--- src/hw/rtl/rti_pkg.sv ---
package rti_pkg;

   localparam int ELEMENTS   = 128;
   localparam int POINTS     = 1024;
   localparam int EL_W       = $clog2(ELEMENTS);
   localparam int PT_W       = $clog2(POINTS);
   localparam int CNT_W      = PT_W + 1;
   localparam int ROW_AW     = EL_W + PT_W;
   localparam int ROWS       = ELEMENTS * POINTS;
   localparam int ROW_DW     = 64;
   localparam int PROD_W     = 65;
   localparam int MAG_W      = 33;
   localparam int ITER_W     = 7;
   localparam logic [ITER_W-1:0] MUL_STEPS = ITER_W'(MAG_W - 1);
   localparam logic [ITER_W-1:0] DIV_STEPS = ITER_W'(PROD_W - 1);

   localparam logic MODE_LOAD  = 1'b0;
   localparam logic MODE_QUERY = 1'b1;

   localparam logic [1:0] ST_OK     = 2'd0;
   localparam logic [1:0] ST_NODATA = 2'd1;
   localparam logic [1:0] ST_BELOW  = 2'd2;
   localparam logic [1:0] ST_SAT    = 2'd3;

   typedef struct packed {
      logic        mode;
      logic [6:0]  element;
      logic [9:0]  point_index;
      logic        last_point;
      logic [31:0] radius;
      logic signed [31:0] charge;
   } req_item_type;

   typedef struct packed {
      logic signed [31:0] potential;
      logic [1:0]  status;
   } rsp_item_type;

   typedef enum logic [11:0] {
      S_IDLE = 12'b0000_0000_0001,
      S_CNT  = 12'b0000_0000_0010,
      S_LCHK = 12'b0000_0000_0100,
      S_SRD  = 12'b0000_0000_1000,
      S_SCHK = 12'b0000_0001_0000,
      S_MUL  = 12'b0000_0010_0000,
      S_DIV  = 12'b0000_0100_0000,
      S_INTP = 12'b0000_1000_0000,
      S_PREP = 12'b0001_0000_0000,
      S_FIN  = 12'b0010_0000_0000,
      S_DONE = 12'b0100_0000_0000,
      S_ASYM = 12'b1000_0000_0000
   } state_type;

   typedef struct packed {
      logic       take;
      logic       rd_last;
      logic       rd_row;
      logic       clr_row;
      logic       inc_row;
      logic       set_prev;
      logic       start_mul;
      logic       step_mul;
      logic       div_go;
      logic       start_asym;
      logic       start_pot;
      logic       step_div;
      logic       p_from_n0;
      logic       p_from_quo;
      logic       set_res;
      logic [1:0] res_code;
      logic       set_res_div;
      logic       load_rsp;
   } cmd_type;

   typedef struct packed {
      logic req_load;
      logic cnt_zero;
      logic rad_zero;
      logic beyond;
      logic one_row;
      logic first_row;
      logic hit;
      logic flat;
      logic last_pair;
      logic iter_done;
      logic div_interp;
   } stat_type;

endpackage

--- src/hw/rtl/rti_ctrl.sv ---
module rti_ctrl (
   input  logic              clock,
   input  logic              reset,
   input  logic              req_valid,
   output logic              req_ready,
   output logic              rsp_valid,
   input  logic              rsp_ready,
   input  rti_pkg::stat_type stat,
   output rti_pkg::cmd_type  cmd
);
   import rti_pkg::*;

   state_type state_ff, state_in;
   logic      rsp_valid_ff, rsp_valid_in;
   logic      slot_free;

   assign slot_free = !rsp_valid_ff || rsp_ready;
   assign req_ready = state_ff == S_IDLE;

   always_comb begin
      state_in = state_ff;
      cmd      = '0;
      unique case (state_ff)
         S_IDLE: begin
            if (req_valid) begin
               cmd.take = 1'b1;
               if (stat.req_load) begin
                  cmd.set_res  = 1'b1;
                  cmd.res_code = ST_OK;
                  state_in     = S_DONE;
               end else begin
                  state_in = S_CNT;
               end
            end
         end
         S_CNT: begin
            cmd.rd_last = 1'b1;
            if (stat.cnt_zero) begin
               cmd.set_res  = 1'b1;
               cmd.res_code = ST_NODATA;
               state_in     = S_DONE;
            end else if (stat.rad_zero) begin
               cmd.set_res  = 1'b1;
               cmd.res_code = ST_OK;
               state_in     = S_DONE;
            end else begin
               state_in = S_LCHK;
            end
         end
         S_LCHK: begin
            if (stat.beyond) begin
               state_in = S_ASYM;
            end else if (stat.one_row) begin
               cmd.set_res  = 1'b1;
               cmd.res_code = ST_BELOW;
               state_in     = S_DONE;
            end else begin
               cmd.clr_row = 1'b1;
               state_in    = S_SRD;
            end
         end
         S_ASYM: begin
            cmd.start_asym = 1'b1;
            state_in       = S_DIV;
         end
         S_SRD: begin
            cmd.rd_row = 1'b1;
            state_in   = S_SCHK;
         end
         S_SCHK: begin
            if (stat.first_row) begin
               cmd.set_prev = 1'b1;
               cmd.inc_row  = 1'b1;
               state_in     = S_SRD;
            end else if (stat.hit) begin
               if (stat.flat) begin
                  cmd.p_from_n0 = 1'b1;
                  state_in      = S_PREP;
               end else begin
                  cmd.start_mul = 1'b1;
                  state_in      = S_MUL;
               end
            end else if (stat.last_pair) begin
               cmd.set_res  = 1'b1;
               cmd.res_code = ST_BELOW;
               state_in     = S_DONE;
            end else begin
               cmd.set_prev = 1'b1;
               cmd.inc_row  = 1'b1;
               state_in     = S_SRD;
            end
         end
         S_MUL: begin
            cmd.step_mul = 1'b1;
            if (stat.iter_done) begin
               cmd.div_go = 1'b1;
               state_in   = S_DIV;
            end
         end
         S_DIV: begin
            cmd.step_div = 1'b1;
            if (stat.iter_done) begin
               state_in = stat.div_interp ? S_INTP : S_FIN;
            end
         end
         S_INTP: begin
            cmd.p_from_quo = 1'b1;
            state_in       = S_PREP;
         end
         S_PREP: begin
            cmd.start_pot = 1'b1;
            state_in      = S_DIV;
         end
         S_FIN: begin
            cmd.set_res_div = 1'b1;
            state_in        = S_DONE;
         end
         S_DONE: begin
            if (slot_free) begin
               cmd.load_rsp = 1'b1;
               state_in     = S_IDLE;
            end
         end
         default: state_in = S_IDLE;
      endcase
   end

   always_comb begin
      rsp_valid_in = rsp_valid_ff;
      if (cmd.load_rsp) rsp_valid_in = 1'b1;
      else if (rsp_ready) rsp_valid_in = 1'b0;
   end

   always_ff @(posedge clock) begin
      if (reset) begin
         state_ff     <= S_IDLE;
         rsp_valid_ff <= 1'b0;
      end else begin
         state_ff     <= state_in;
         rsp_valid_ff <= rsp_valid_in;
      end
   end

   assign rsp_valid = rsp_valid_ff;

`ifndef SYNTHESIS
   a_take_leaves_idle: assert property (@(posedge clock) disable iff (reset)
      (req_valid && req_ready) |=> (state_ff != S_IDLE))
      else $error("accepted item did not start work");
   a_done_shows_item: assert property (@(posedge clock) disable iff (reset)
      (state_ff == S_DONE && slot_free) |=> (rsp_valid && state_ff == S_IDLE))
      else $error("finished item not presented");
   a_mul_to_div: assert property (@(posedge clock) disable iff (reset)
      (state_ff == S_MUL && stat.iter_done) |=> (state_ff == S_DIV))
      else $error("product not handed to divider");
   a_no_overwrite: assert property (@(posedge clock) disable iff (reset)
      cmd.load_rsp |-> slot_free)
      else $error("result register overwritten");
`endif
endmodule

--- config.mk ---
export PLATFORM = sky130hd
export DESIGN_NAME = rti_ctrl
export DESIGN_NICKNAME = d
export VERILOG_FILES = /design/src/hw/rtl/rti_pkg.sv /design/src/hw/rtl/rti_ctrl.sv
export SDC_FILE = /design/constraint.sdc
export NUM_CORES = 1
export LEC_CHECK = 0
export BUFFER_PORTS_ARGS = -buffer_cell sky130_fd_sc_hd__buf_4
export CORE_MARGIN = 4
export CORE_UTILIZATION = 45
export DETAILED_ROUTE_END_ITERATION = 7
export PLACE_DENSITY = 0.74
export SETUP_SLACK_MARGIN = 0.4
export SKIP_LAST_GASP = 1
export SLEW_MARGIN = 20
export SYNTH_ARGS = -nofsm -noshare
export SYNTH_HDL_FRONTEND = slang
export SYNTH_SLANG_ARGS = --single-unit
--- constraint.sdc ---
create_clock -name clock -period 2.8 [get_ports clock]
set_clock_uncertainty 0.15 [all_clocks]
set_input_delay 0.28 -clock clock [delete_from_list [all_inputs] [get_ports clock]]
set_output_delay 0.28 -clock clock [all_outputs]
set_load 0.01 [all_outputs]
# Word-level counts from Yosys, hierarchy flattened
# Cells that the tools add are included.
# W data, S select, Z words.
# word_totals
out_inout_bits,21
word_cells,77
ff_bits,13
in_bits,15
# classes
n_eq_ne,16
n_reduce_logical,5
mux,54
# ops
cell,count
$pmux W12 S11,1
$mux W12,8
$mux W11,4
$mux W3,10
$mux W1,24
$eq A12 B1 Y1 const B,1
$eq A12 B10 Y1 const B,1
$eq A12 B11 Y1 const B,1
$eq A12 B12 Y1 const B,1
$eq A12 B2 Y1 const B,1
$eq A12 B3 Y1 const B,1
$eq A12 B4 Y1 const B,1
$eq A12 B5 Y1 const B,1
$eq A12 B6 Y1 const B,1
$eq A12 B7 Y1 const B,1
$eq A12 B8 Y1 const B,1
$eq A12 B9 Y1 const B,1
$pmux W3 S4,1
$mux W10,1
$mux W9,1
$mux W2,4
$ne A2 B2 Y1 const B,4
$reduce_and A4 Y1,1
$reduce_bool A2 Y1,1
3 further kinds,3

# Longest topological paths before layout
# logic_depth
word_depth,5
mapped_depth,6
ltp_nobuf,5

# Worst setup path before layout
# OpenSTA, ideal clock, no wires.
# synth_path
path_kind,reg-to-output
from,register state_ff[8]
to,output port cmd[10] (netlist bit)
t_required_ns,2.370
stages_incl_launch_ff,5
path_buffers,0
setup_slack_ns,0.731
t_arrival_ns,1.639
cell_sequence,dfxtp_1 nor4_4 nand3b_2 nor4b_1 and2_1
# synth_rtl
item,line,text
"start, declared",rti_ctrl.sv:13,"state_type state_ff, state_in;"
"start signal, assigned",rti_ctrl.sv:139,state_ff <= state_in;
"end, declared",rti_ctrl.sv:9,output rti_pkg::cmd_type cmd

==> summary.txt <==
Yosys
  – Cell taking the most area after synthesis: dfxtp_1
  – Netlist cell types: 43
  – Dominant cells by area after synthesis: dfxtp_1 (26%), nor4_4 (6.5%), nor3_1 (4.1%)
  – Mean Syn Cell Area: between 8 and 9 um2
  – #FFs+latches synth: 13
  – Post-Syn Area: approximately 980 um2
  – Most used DFF post-synth: dfxtp_1
  – Syn_nets: about 130
  – Post-Syn Instances: between 100 and 150
  – Asr flop ratio synth: 0%
  – Yosys warnings: 0
  – Share of the synthesized area in the top cell type: a little over a quarter
  – Number of flops mapped to enable cells by yosys: 0
  – Post-synthesis sequential area ratio: around a quarter

Power
  – Leakage: ~0.6 nW
  – Comb pwr share: around 31%
  – Pwr dens: between 300 and 400 mW/mm2
  – Worst VDD drop: 0.2627 mV
  – PnR Total Power: 0.4626 mW
  – Clock share of power: approximately 25%
  – Sequential share of power: a little over two fifths
  – Sw Pwr: 0.1474 mW
  – Net Sw Frac: approximately a third
  – Pint: 0.3152 mW

Global route
  – Overall routing resource usage: 19.24%
  – Initial antenna violation count: 0
  – Global-route wire length before repair: 4202 um
  – Grt total ovfl: 0
  – Vias in the first global route: around 960
  – Largest net degree at the start of global routing: 13

Finish
  – Area Growth Syn to Fin: 30.96%
  – Most frequent cells in the layout: buf_4 (38), nor2_1 (10), dfxtp_1 (10), nor3_1 (8), o21ai_0 (7)
  – Fill cells: 177
  – Post-layout nets: 167
  – Inserted Diodes: 0
  – Utilization after layout: 63.61%
  – Layout cell share with drive strength beyond 1: a little over a third
  – Commonest non-fill, non-tap cell in the layout: buf_4

Timing
  – Relative slew slack: between 60 and 70%
  – Final min period: 2.370 ns
  – Worst-margin pin slew: about 0.47 ns
  – Setup tns final: 0 ns
  – Fin crit share: 84.66%
  – Fmax: around 420 MHz
  – Worst hold margin: approximately 0.016 ns
  – PnR worst setup slack: around 0.43 ns
  – Final setup violation count: 0
  – Final Hold Vio Count: 0
  – Final Max Tran Viols: 0
  – RSZ-0062 raised after global routing: yes

Setup path
  – Worst Path Required: roughly 2.4 ns
  – CP max FO: 10
  – WP data arrival: between 1.5 and 2 ns
  – Crit Path Category: reg2out
  – Critical path capture point type: output pin
  – Startpoint types: flip-flop

Detailed routing
  – Initial DRC count: 15
  – Drt total wl: 2665 um
  – Residual DRC count: 0
  – Vias/cell: 5.843
  – TritonRoute pass-1 iters: 4
  – Post-route ant nets: 0
  – Post-DR wirelength/cell: roughly 15 um
  – Via count: ~1.0k

Status
  – Run status: completed

Clocking
  – Clock sinks: 13
  – Root buffer cell: clkbuf_4
  – H-tree depth: 1
  – TritonCTS clock tree: yes
  – Num CTS Buffers: 3
  – Reg clk slew, reported paths: about 0.080 ns
  – Worst skew pair latency: roughly 0.28 ns
  – Hold_buf cts: 0
  – Maximum root-to-sink buffer count: 2

Die
  – Site Rows: 16
  – I/O Pins: 36
  – Die span in x: 54.72 um
  – Starting density of the core: about half
  – CORE AREA: 0.002022 mm2
  – Full die area: about 0.003 mm2
  – DIE HEIGHT: about 55 um

Hold path
  – Hold crit path type: in2reg

Place
  – DP Wirelength: around 2100 um
  – Place WS: between 0.6 and 0.7 ns
  – # port buffers: 35
  – Placer Congestion: roughly 0.85

Job
  – Max cap viols: 0
==> per-stage QoR <==
| stage | area [um2] | instances |
|---|---|---|
| after detailed placement | 1234 | 171 |
| after global placement | 1234 | 171 |
| after global routing | 1286 | 178 |
| final | 1286 | 178 |
| after floorplan | 982.2 | 116 |
| after CTS | 1275 | 177 |
==> synthesized netlist by cell type, types with 2 or more instances <==
master / number
dfxtp_1: 13
nor2_1: 10
nor3_1: 8
o21ai_0: 7
inv_1: 6
nor2b_1: 6
and4_1: 4
nand2_1: 4
nand4_1: 4
nor4b_1: 4
a21oi_1: 3
nand3b_1: 3
nor4_1: 3
nor4_4: 3
o21a_1: 3
or3_1: 3
and2_1: 2
and3_1: 2
buf_2: 2
buf_4: 2
xor2_1: 2
==> sequential cells by signal (all words and copies together) (netlist names) <==
name / flops
rsp_valid: 1
state_ff: 12
==> layer usage <==
metal	vias up	GRT usage (%)	wire (um)
li1	510	-	-
met1	492	24.76	1225
met2	33	31.30	1269
met3	5	3.270	139
met4	0	7.884	31
met5	-	0	0
==> cell families after synthesis <==
family | Yosys count | synth area share, %
and+or+nand+nor | 66 | 47.52
AOI/OAI and AO/OA | 20 | 16.05
buffers and inverters | 14 | 7.259
DFF | 13 | 26.50
xor gates and xnor gates | 3 | 2.676
==> worst max-delay path, cell delays in order (launching register included) <==
cell and delay (ns):
dfxtp_1 0.45, or3_1 0.44, nor4_1 0.38, and3_1 0.27, buf_4 0.13
==> power by group through the flow <==
stage	registers, mW	clock network [mW]	logic, mW
final	0.203	0.117	0.143
after global routing	0.204	0.128	0.157
after CTS	0.202	0.119	0.142
after detailed placement	0.206	0	0.134
after global placement	0.206	0	0.132
after floorplan	0.204	0	0.0823
==> timing repair <==
action / 4_1_cts / 5_1_grt
pin swaps: 4 / 1
setup buffers: 2 / 1
gates resized for setup: 0 / 3
endpoints found under the setup margin: 3 / 7
endpoints found under the hold margin: 0 / 0
==> cell type report <==
cell class	count	area [um2]	share of cell area [%]
Tap cell	27	33.78	2.626
Multi-Input combinational cell	89	650.6	50.58
Clock buffer	4	26.28	2.043
Sequential cell	13	264.0	20.53
Inverter	7	26.28	2.043
Timing Repair Buffer	38	285.3	22.18
==> final timing paths <==
check                                   end  cells past startpoint   startpoint  slack (ns)
worst max-delay path                 cmd[1]                      4  state_ff[6]        0.43
worst min-delay path            state_ff[9]                      2      stat[0]        0.02
worst max register to register  state_ff[0]                      5  state_ff[6]        0.59
worst min register to register    rsp_valid                      3    rsp_valid        0.46
(Power assumes the default switching activity.)
